<file path="src/sv/lfu_cache_assert.svh">
// ----------------------------------------------------------------------------
// lfu_cache_assert.svh - assertion macros
// Clocked implication checks with an active-low reset disable.
// ----------------------------------------------------------------------------
`ifndef LFU_CACHE_ASSERT_SVH
`define LFU_CACHE_ASSERT_SVH

// same-cycle implication
`define LFU_ASSERT_IMP(label, clk, rst_n, ante, cons, msg) \
	label: assert property (@(posedge clk) disable iff (!rst_n) (ante) |-> (cons)) \
		else $error(msg);

// next-cycle implication
`define LFU_ASSERT_NXT(label, clk, rst_n, ante, cons, msg) \
	label: assert property (@(posedge clk) disable iff (!rst_n) (ante) |=> (cons)) \
		else $error(msg);

`endif

</file>
<file path="src/sv/lfu_pkg.sv">
// ----------------------------------------------------------------------------
// lfu_pkg - shared types and constants
// Command codes, sequencer states and the control groups of the cell chain.
// ----------------------------------------------------------------------------
`default_nettype none

package lfu_pkg;

	localparam int CAP_BITS   = 5;
	localparam int STAMP_BITS = 48;

	localparam logic [CAP_BITS-1:0] CAP_RESET = 5'd16;

	localparam logic CMD_GET = 1'b0;
	localparam logic CMD_PUT = 1'b1;

	typedef enum logic [1:0] {
		ST_IDLE,
		ST_SEARCH,
		ST_UPDATE
	} state_t;

	// flags handed from cell to cell along the search chain
	typedef struct packed {
		logic found;
		logic have_victim;
		logic have_free;
	} link_t;

	// write command broadcast to all cells at the end of an item
	typedef struct packed {
		logic hit_upd;
		logic is_put;
		logic ins;
		logic evict;
	} upd_t;

endpackage

`default_nettype wire

</file>
<file path="src/sv/lfu_cell.sv">
// ----------------------------------------------------------------------------
// lfu_cell - one entry of the store
// Holds one entry and folds it into the running hit / victim / free-slot
// search passed from its left neighbor, registered toward the right.
// ----------------------------------------------------------------------------
`default_nettype none

module lfu_cell #(
	parameter int KEY_BITS   = 32,
	parameter int VALUE_BITS = 32,
	parameter int COUNT_BITS = 16,
	parameter int IDX_BITS   = 4
) (
	input  logic                           clk,
	input  logic                           arst_n,
	input  logic [IDX_BITS-1:0]            slot,
	input  logic [KEY_BITS-1:0]            key,
	input  lfu_pkg::link_t                 prev_link,
	input  logic [VALUE_BITS-1:0]          prev_hit_value,
	input  logic [IDX_BITS-1:0]            prev_victim_idx,
	input  logic [COUNT_BITS-1:0]          prev_victim_count,
	input  logic [lfu_pkg::STAMP_BITS-1:0] prev_victim_stamp,
	input  logic [KEY_BITS-1:0]            prev_victim_key,
	input  logic [IDX_BITS-1:0]            prev_free_idx,
	output lfu_pkg::link_t                 next_link,
	output logic [VALUE_BITS-1:0]          next_hit_value,
	output logic [IDX_BITS-1:0]            next_victim_idx,
	output logic [COUNT_BITS-1:0]          next_victim_count,
	output logic [lfu_pkg::STAMP_BITS-1:0] next_victim_stamp,
	output logic [KEY_BITS-1:0]            next_victim_key,
	output logic [IDX_BITS-1:0]            next_free_idx,
	input  lfu_pkg::upd_t                  upd,
	input  logic [IDX_BITS-1:0]            victim_idx,
	input  logic [IDX_BITS-1:0]            insert_idx,
	input  logic [VALUE_BITS-1:0]          value,
	input  logic [lfu_pkg::STAMP_BITS-1:0] stamp
);
	import lfu_pkg::*;

	logic                  valid_q;
	logic [KEY_BITS-1:0]   key_q;
	logic [VALUE_BITS-1:0] value_q;
	logic [COUNT_BITS-1:0] count_q;
	logic [STAMP_BITS-1:0] stamp_q;

	link_t                 link_q;
	logic [VALUE_BITS-1:0] hit_value_q;
	logic [IDX_BITS-1:0]   victim_idx_q;
	logic [COUNT_BITS-1:0] victim_count_q;
	logic [STAMP_BITS-1:0] victim_stamp_q;
	logic [KEY_BITS-1:0]   victim_key_q;
	logic [IDX_BITS-1:0]   free_idx_q;

	logic match;
	logic take;
	logic free_here;
	logic ins_here;
	logic evict_here;

	assign match = valid_q && (key_q == key);
	// lower count wins, then older stamp; full ties keep the lower slot
	assign take = valid_q && (!prev_link.have_victim ||
		(count_q < prev_victim_count) ||
		((count_q == prev_victim_count) && (stamp_q < prev_victim_stamp)));
	assign free_here  = !valid_q && !prev_link.have_free;
	assign ins_here   = upd.ins && (insert_idx == slot);
	assign evict_here = upd.evict && (victim_idx == slot);

	// search chain stage
	always_ff @(posedge clk or negedge arst_n) begin
		if (!arst_n) begin
			link_q <= '0;
		end else begin
			link_q.found       <= prev_link.found || match;
			link_q.have_victim <= prev_link.have_victim || take;
			link_q.have_free   <= prev_link.have_free || free_here;
		end
	end

	always_ff @(posedge clk) begin
		hit_value_q    <= match ? value_q : prev_hit_value;
		victim_idx_q   <= take ? slot : prev_victim_idx;
		victim_count_q <= take ? count_q : prev_victim_count;
		victim_stamp_q <= take ? stamp_q : prev_victim_stamp;
		victim_key_q   <= take ? key_q : prev_victim_key;
		free_idx_q     <= free_here ? slot : prev_free_idx;
	end

	// entry storage; insert takes priority over eviction of the same slot
	always_ff @(posedge clk or negedge arst_n) begin
		if (!arst_n) begin
			valid_q <= 1'b0;
		end else if (ins_here) begin
			valid_q <= 1'b1;
		end else if (evict_here) begin
			valid_q <= 1'b0;
		end
	end

	always_ff @(posedge clk) begin
		if (ins_here) begin
			key_q   <= key;
			value_q <= value;
			count_q <= COUNT_BITS'(1);
			stamp_q <= stamp;
		end else if (upd.hit_upd && match) begin
			if (upd.is_put) begin
				value_q <= value;
			end
			if (count_q != {COUNT_BITS{1'b1}}) begin
				count_q <= count_q + COUNT_BITS'(1);
			end
			stamp_q <= stamp;
		end
	end

	assign next_link         = link_q;
	assign next_hit_value    = hit_value_q;
	assign next_victim_idx   = victim_idx_q;
	assign next_victim_count = victim_count_q;
	assign next_victim_stamp = victim_stamp_q;
	assign next_victim_key   = victim_key_q;
	assign next_free_idx     = free_idx_q;

endmodule

`default_nettype wire

</file>
<file path="config.mk">
export PLATFORM = sky130hd
export DESIGN_NAME = lfu_cell
export DESIGN_NICKNAME = d
export VERILOG_FILES = /design/src/sv/lfu_cache_assert.svh /design/src/sv/lfu_pkg.sv /design/src/sv/lfu_cell.sv
export SDC_FILE = /design/constraint.sdc
export NUM_CORES = 1
export LEC_CHECK = 0
export BUFFER_PORTS_ARGS = -buffer_cell sky130_fd_sc_hd__buf_4
export CORE_AREA = 2 2 158 160
export CTS_BUF_LIST = sky130_fd_sc_hd__clkbuf_4
export DETAILED_ROUTE_END_ITERATION = 10
export DIE_AREA = 0 0 160 162
export GPL_TIMING_DRIVEN = 0
export PLACE_DENSITY = 0.76
export SLEW_MARGIN = 20
export SYNTH_ARGS = -nofsm -noshare
export SYNTH_HDL_FRONTEND = slang
export SYNTH_SLANG_ARGS = --single-unit
</file>
<file path="constraint.sdc">
create_clock -name clk -period 4.6 [get_ports clk]
set_input_delay 0.46 -clock clk [delete_from_list [all_inputs] [get_ports clk]]
set_output_delay 0.46 -clock clk [all_outputs]
set_load 0.1 [all_outputs]
</file>
==> results of run 1 <==
-- path summary, 6_finish.rpt --
kind,from,end,slack (ns),depth (start not counted)
min,prev_hit_value[23],next_hit_value[23],0.05,2
min reg2reg,value_q[1],next_hit_value[1],0.45,1
min in group asynchronous,arst_n,next_link[2],0.12,2
max,key[25],stamp_q[43],1.15,9
max in group asynchronous,arst_n,next_link[1],4.32,2
max reg2reg,key_q[25],stamp_q[43],1.17,7
-- flip-flops by register name, indices dropped and copies added (netlist names) --
register and count:
next_link 3, value_q 32, next_victim_count 16, next_victim_idx 4, stamp_q 48, next_victim_stamp 48, next_hit_value 32, key_q 32
next_free_idx 4, count_q 16, valid_q 1, next_victim_key 32
-- layout make-up --
class | instances | area, sq um | area share
buffer | 19 | 243 | 0.0134
tap | 324 | 405 | 0.0223
inverter | 65 | 244 | 0.0134
multi-input combinational | 433 | 4250 | 0.234
clock buffer | 111 | 833 | 0.0459
timing repair buffer | 649 | 5490 | 0.302
clock inverter | 23 | 193 | 0.0106
antenna | 3 | 7.51 | 0.000413
sequential | 268 | 6510 | 0.358
-- cells in the mapped netlist, drive strengths merged (5+ instances only) --
cell | instances | area [sq um]
inv | 65 | 244
nor2 | 27 | 101
ha | 64 | 801
mux2 | 138 | 1930
nor3 | 9 | 55.1
nor4 | 8 | 50.1
and3 | 6 | 37.5
clkbuf | 7 | 26.3
nand3 | 14 | 70.1
buf | 12 | 215
nand2b | 5 | 31.3
nand4 | 24 | 171
xnor2 | 41 | 359
o21ai | 6 | 30.0
edfxtp | 112 | 3360
a21o | 9 | 68.8
nand2 | 20 | 77.6
dfxtp | 152 | 3040
xor2 | 9 | 78.8
a21oi | 18 | 90.1
-- cell families (layout without fill, tap and decap cells) --
group           count (synthesis)  after routing
compound gates                 52             52
xor+xnor                       50             50
fa+ha+maj                      64             64
buf+inv                        84            867
flops                         268            268
mux                           140            140
other cells                     0              3
simple gates                  127            127
-- where the power goes --
| group | internal, W | total (W) | switching (W) | leakage [nW] |
|---|---|---|---|---|
| sequential | 0.00276 | 0.00288 | 0.000115 | 2.33 |
| clock | 0.00133 | 0.00236 | 0.00103 | 0.602 |
| combinational | 0.00120 | 0.00359 | 0.00239 | 5.43 |
-- metrics by stage --
step / TNS, ns / total power, W / setup slack (ns) / utilization
6_report: 0 / 0.00883 / 1.15 / 0.754
5_1_grt: 0 / 0.00914 / 1.07 / 0.754
4_1_cts: 0 / 0.00880 / 1.24 / 0.750
3_5_place_dp: 0 / 0.00630 / 1.14 / 0.611
3_3_place_gp: -1.27 / 0.00627 / -0.0423 / 0.609
2_1_floorplan: 0 / 0.00553 / 1.62 / -
-- layer usage --
layer,vias to the layer above,share of wire
met3,118,0.068
met5,-,0
li1,4323,-
met1,4359,0.36
met2,420,0.53
met4,0,0.043
-- worst max-delay path: cells and delay by family --
kind,cells,cell delay (ns)
XOR/XNOR,1,0.24
AND/OR/NAND/NOR,5,1.92
buffers and inverters,3,1.00
-- placed cells by master (no fill, tap or decap), drive strengths merged, types with 2 or more instances in the layout --
master	instances
buf	420
nor4b	2
a21oi	18
xor2	9
o21ai	6
nand2	20
edfxtp	112
nand3	14
inv	66
mux2i	2
mux2	138
bufinv	4
ha	64
nor2b	4
diode	3
or2	2
o211ai	3
dfrtp	4
clkbuf	118
a21o	9
nor3	9
nor4	8
a221oi	3
dfxtp	152
or4	2
nand2b	5
and4	2
clkinv	18
dlygate4sd3	241
nand4	24
a211oi	3
a2111oi	2
and3	6
xnor2	41
nor2	27
==> results.ini, run 1 <==
[finish]
drive_gt1_frac = 0.438
fin_cells = 1895
area_growth_pct = 61.8
post-route-cell-area_sq_um = 18200
final.fill_count = 1451
final_nets = 1842

[setup_path]
start_kind = input port
endpoint_kind = register
setup.worst_path.class = input port to register
critical_path.cell_chain = dlygate4sd3_1, buf_4, xnor2_1, nand4_1, nor4_1, nand3_1, clkbuf_1, nor2_1, or2_4
slowest_stage = or2_4
crit_fanout = 48
crit_arrival_ns = 3.70
required_ns = 4.85
critPathMaxStageDelay_ns = 0.64

[min_path]
hold_path.class = input port to register

[clock_tree]
cts_made_buffers = 73
h-tree-depth = 3
postCtsSetupBuffers = 0
clockBufferDepth = 3
cts_tree = yes
cts_root_buf = clkbuf_4
cts_hold_buf = 234
clk_pin_slew_ns = 0.06
clock-sinks = 268
insertion_delay_ns = 0.67
cts-resized-gates = 0

[yosys]
synth-edff-count = 112
ys.flop_type = dfxtp_1
synth_area_per_cell_sq_um = 14.3
synth_mux_area_frac = 0.174
syn-instance-count = 785
ys_seq_elements = 268
synth.cell_area_sq_um = 11200
synthArstFlopShare = 0.0149
synthXorXnorAreaFrac = 0.0390
synth-simple-area-share = 0.0622
ys_seq_area_frac = 0.579
synth_warnings = 0
synthAdderAreaFrac = 0.0713
synth_top_family_by_area = multiplexers
synth-compound-area-share = 0.0312
syn_nets = 1118
yosysUniqueCellTypes = 50

[routing]
drc_errors = 0
wl_per_cell_um = 19.0
drt-total-wl_um = 35900
num_vias = 9220
drt_iter0_markers = 411
ant_nets = 0
routed_via_density = 4.87
drtPass1Iterations = 4

[global_route]
grt_util_all_layers = 0.270
grt_busiest_layer = met2
antenna_found_initial = 3
grt_pass1_vias = 10400
grt-ovfl-total = 0
gr-usage-met1 = 0.275
grt_pass1_wl_um = 54000
met3_usage = 0.0776
grt_max_degree = 49
use_met2 = 0.506

[sta]
setup_viol = 0
min_period_over_period = 0.749
rsz0062_at_grt = false
finalHoldViolCount = 0
slew_viol_final = 0
clock_skew_ns = 0.0545
finalCriticalPeriod_ns = 3.45
tightest_slew_ns = 0.779
relSlewSlack = 0.481
fin_hold_ws_ns = 0.0531
clock.fmax_ghz = 0.290

[status]
outcome = finished, final reports clean

[floorplan]
die_h_um = 162
rows = 57
start_util = 0.466
fp.dieArea_sq_um = 25900
die_w_um = 160
core_area_sq_um = 24100
io_pins = 408

[place]
hpwl_um = 21900
dp.cells = 1517
place_area_sq_um = 14700
place_congestion = 0.828
port_buffers = 407

[flow_run]
cap_violations = 0

[power_and_ir_drop]
powerDensity_nw_per_um2 = 486
ir_drop_v = 0.000295
cellLeakagePower_nw = 8.36

Power figures use the tool's default switching activity.
==> run 2: changes to the inputs <==
==> constraint.sdc (replaced) <==
create_clock -name clk -period 3.5 [get_ports clk]
set_input_delay 0.35 -clock clk [delete_from_list [all_inputs] [get_ports clk]]
set_output_delay 0.35 -clock clk [all_outputs]
set_load 0.1 [all_outputs]
==> run 2 against run 1 <==
Flip-flop and latch count did not move. Sequential share of layout area fell by 0.44 points. Hold slack better by 0.044 ns. Sequential power grew 32%. Non-clock buffer count is 22 higher. Clock power is 32% higher. Worst setup slack worse by 0.94 ns. Global-route usage grew 0.95 points. Highest routed layer unchanged. Critical path depth decreased by 2. Cell area increased by 1.3%. Register-to-register slack worse by 0.96 ns.
==> results.ini, run 2 (synthesized netlist as in run 1, its figures left out) <==
[routing]
wl_per_cell_um = 19.2  ; +1.4%
drt_iter0_markers = 444  ; +8.0%
drc_errors = 0  ; unchanged
num_vias = 9369  ; +1.6%
ant_nets = 0  ; unchanged
drt-total-wl_um = 36900  ; +2.7%
routed_via_density = 4.88  ; +0.35%
drtPass1Iterations = 5  ; +1

[sta]
setup_tns_ns = 0  ; unchanged
finalCriticalPeriod_ns = 3.29
relSlewSlack = 0.466  ; -0.0150
finalHoldViolCount = 0  ; unchanged
rsz0062_at_grt = false
slew_viol_final = 0  ; unchanged
clock_skew_ns = 0.0464  ; -0.00809 ns
fin_hold_ws_ns = 0.0966  ; +0.0436 ns
min_period_over_period = 0.939
tightest_slew_ns = 0.794  ; +0.0158 ns
setup_viol = 0  ; unchanged
clock.fmax_ghz = 0.304

[setup_path]
reg2reg_depth = 7  ; unchanged
crit_fanout = 48  ; unchanged
required_ns = 3.76  ; -1.09 ns
r2r_start = key_q[25]
setup.worst_path.class = register to register
crit_cells = 7  ; -2
critPathMaxStageDelay_ns = 0.62  ; -0.02 ns
endpoint_kind = register
crit_arrival_ns = 3.54  ; -0.16 ns
critical_path.cell_chain = xnor2_1, nand4_1, nor4_1, nand3_1, clkbuf_1, nor2_2, or2_4
slowest_stage = or2_4
crit_family = simple AND/OR/NAND/NOR gates
r2r_slack_ns = 0.21  ; -0.96 ns
start_kind = register
reg2reg_to = stamp_q[43]
cp.buffers_inverters = 1  ; -2

[min_path]
min_to = valid_q
hold_path.class = input port to register
min_path_cells = 4  ; +2
min_from = victim_idx[0]

[global_route]
grt_pass1_vias = 10600  ; +1.7%
grt_util_all_layers = 0.279  ; +0.00948
antenna_found_initial = 4  ; +1
grt-ovfl-total = 0  ; unchanged
grt_pass1_wl_um = 55700  ; +3.1%
grt_max_degree = 49  ; unchanged

[finish]
layout_common_cells = buf_4 (407), dlygate4sd3_1 (263), dfxtp_1 (152), edfxtp_1 (112), clkbuf_4 (111)
layout_commonest_cell = buf_4
drive_gt1_frac = 0.433  ; -0.00543
final_nets = 1864  ; +1.2%
final_core_util = 0.763  ; +0.00945
final.fill_count = 1426  ; -1.7%
fin_cells = 1919  ; +1.3%
area_growth_pct = 63.8

[power_and_ir_drop]
powerDensity_nw_per_um2 = 634  ; +30%
cellLeakagePower_nw = 8.45  ; +1.1%
netSwitchingFraction = 0.402  ; +0.000727
combPwrFrac = 0.408  ; +0.002
intPower_w = 0.00697  ; +32%
clkPwrFrac = 0.268  ; about the same
power_w = 0.0117  ; +32%
seq_power_share = 0.325  ; about the same
switchingPower_w = 0.00468  ; +32%
ir_drop_v = 0.000385  ; +31%

[place]
hpwl_um = 21900  ; unchanged
place_congestion = 0.828  ; unchanged
port_buffers = 407  ; unchanged
dp.cells = 1517  ; unchanged

[clock_tree]
insertion_delay_ns = 0.67  ; about the same
clockBufferDepth = 3  ; unchanged
clock-sinks = 268  ; unchanged
cts_root_buf = clkbuf_4
cts_made_buffers = 73  ; unchanged
cts_tree = yes
postCtsSetupBuffers = 0  ; unchanged
clk_pin_slew_ns = 0.06  ; about the same
h-tree-depth = 3  ; unchanged

[floorplan]
rows = 57  ; unchanged
core_area_sq_um = 24100  ; unchanged
io_pins = 408  ; unchanged
start_util = 0.466  ; unchanged
fp.dieArea_sq_um = 25900  ; unchanged
die_h_um = 162  ; unchanged
die_w_um = 160  ; unchanged

[flow_run]
cap_violations = 0  ; unchanged

[status]
outcome = finished, final reports clean

-- run 2: worst max path at each step --
| stage | slack, ns | to | startpoint |
|---|---|---|---|
| 2_1_floorplan | 0.63 | key_q[0] | slot[2] |
| 3_3_place_gp | -1.03 | key_q[25] | slot[2] |
| 3_5_place_dp | 0.15 | stamp_q[24] | key[25] |
| 4_1_cts | 0.14 | value_q[2] | key_q[25] |
| 5_1_grt | 0.03 | value_q[2] | key_q[25] |
| 6_report | 0.21 | stamp_q[43] | key_q[25] |
-- run 2: layout make-up --
cell class              instances  area (sq um)  area share
clock buffers                 111           833      0.0453
repair buffers                671          5710       0.310
diodes                          5          12.5    0.000680
plain buffers                  19           243      0.0132
flip-flops and latches        268          6510       0.354
well taps                     324           405      0.0220
inverters                      65           244      0.0133
multi-input cells             433          4250       0.231
clock inverters                23           193      0.0105
-- run 2: metal layers --
layer / wire length (um) / share of wire / vias up / GRT usage
met1: 13200 / 0.36 / 4442 / 0.283
met3: 2590 / 0.070 / 117 / 0.0866
met2: 19500 / 0.53 / 446 / 0.518
li1: - / - / 4364 / -
met5: 0 / 0 / - / 0
met4: 1670 / 0.045 / 0 / 0.142
-- run 2: per-stage QoR --
step                      setup WS (ns)  area [sq um]
after floorplan                   0.631         11200
after global placement            -1.03         14700
after detailed placement          0.154         14700
after CTS                         0.145         18400
after global routing             0.0346         18400
final                             0.212         18400
-- run 2: repair_timing --
action	CTS	global route
hold buffers	263	0
endpoints found under the hold margin	256	0
gates resized for setup	0	1
setup endpoints to repair	0	70
-- run 2: worst register-to-register path: stages (launching register included) --
cell and delay (ns):
edfxtp_1 0.41, xnor2_1 0.34, nand4_1 0.19, nor4_1 0.41, nand3_1 0.27, clkbuf_1 0.32, nor2_2 0.24, or2_4 0.62
-- run 2: power groups by stage --
stage | sequential, W | clock (W) | combinational, W
finish | 0.00379 | 0.00312 | 0.00475
global placement | 0.00383 | 0 | 0.00442
CTS | 0.00377 | 0.00312 | 0.00471
detailed placement | 0.00383 | 0 | 0.00445
floorplan | 0.00611 | 0 | 0.00116
global route | 0.00382 | 0.00336 | 0.00488
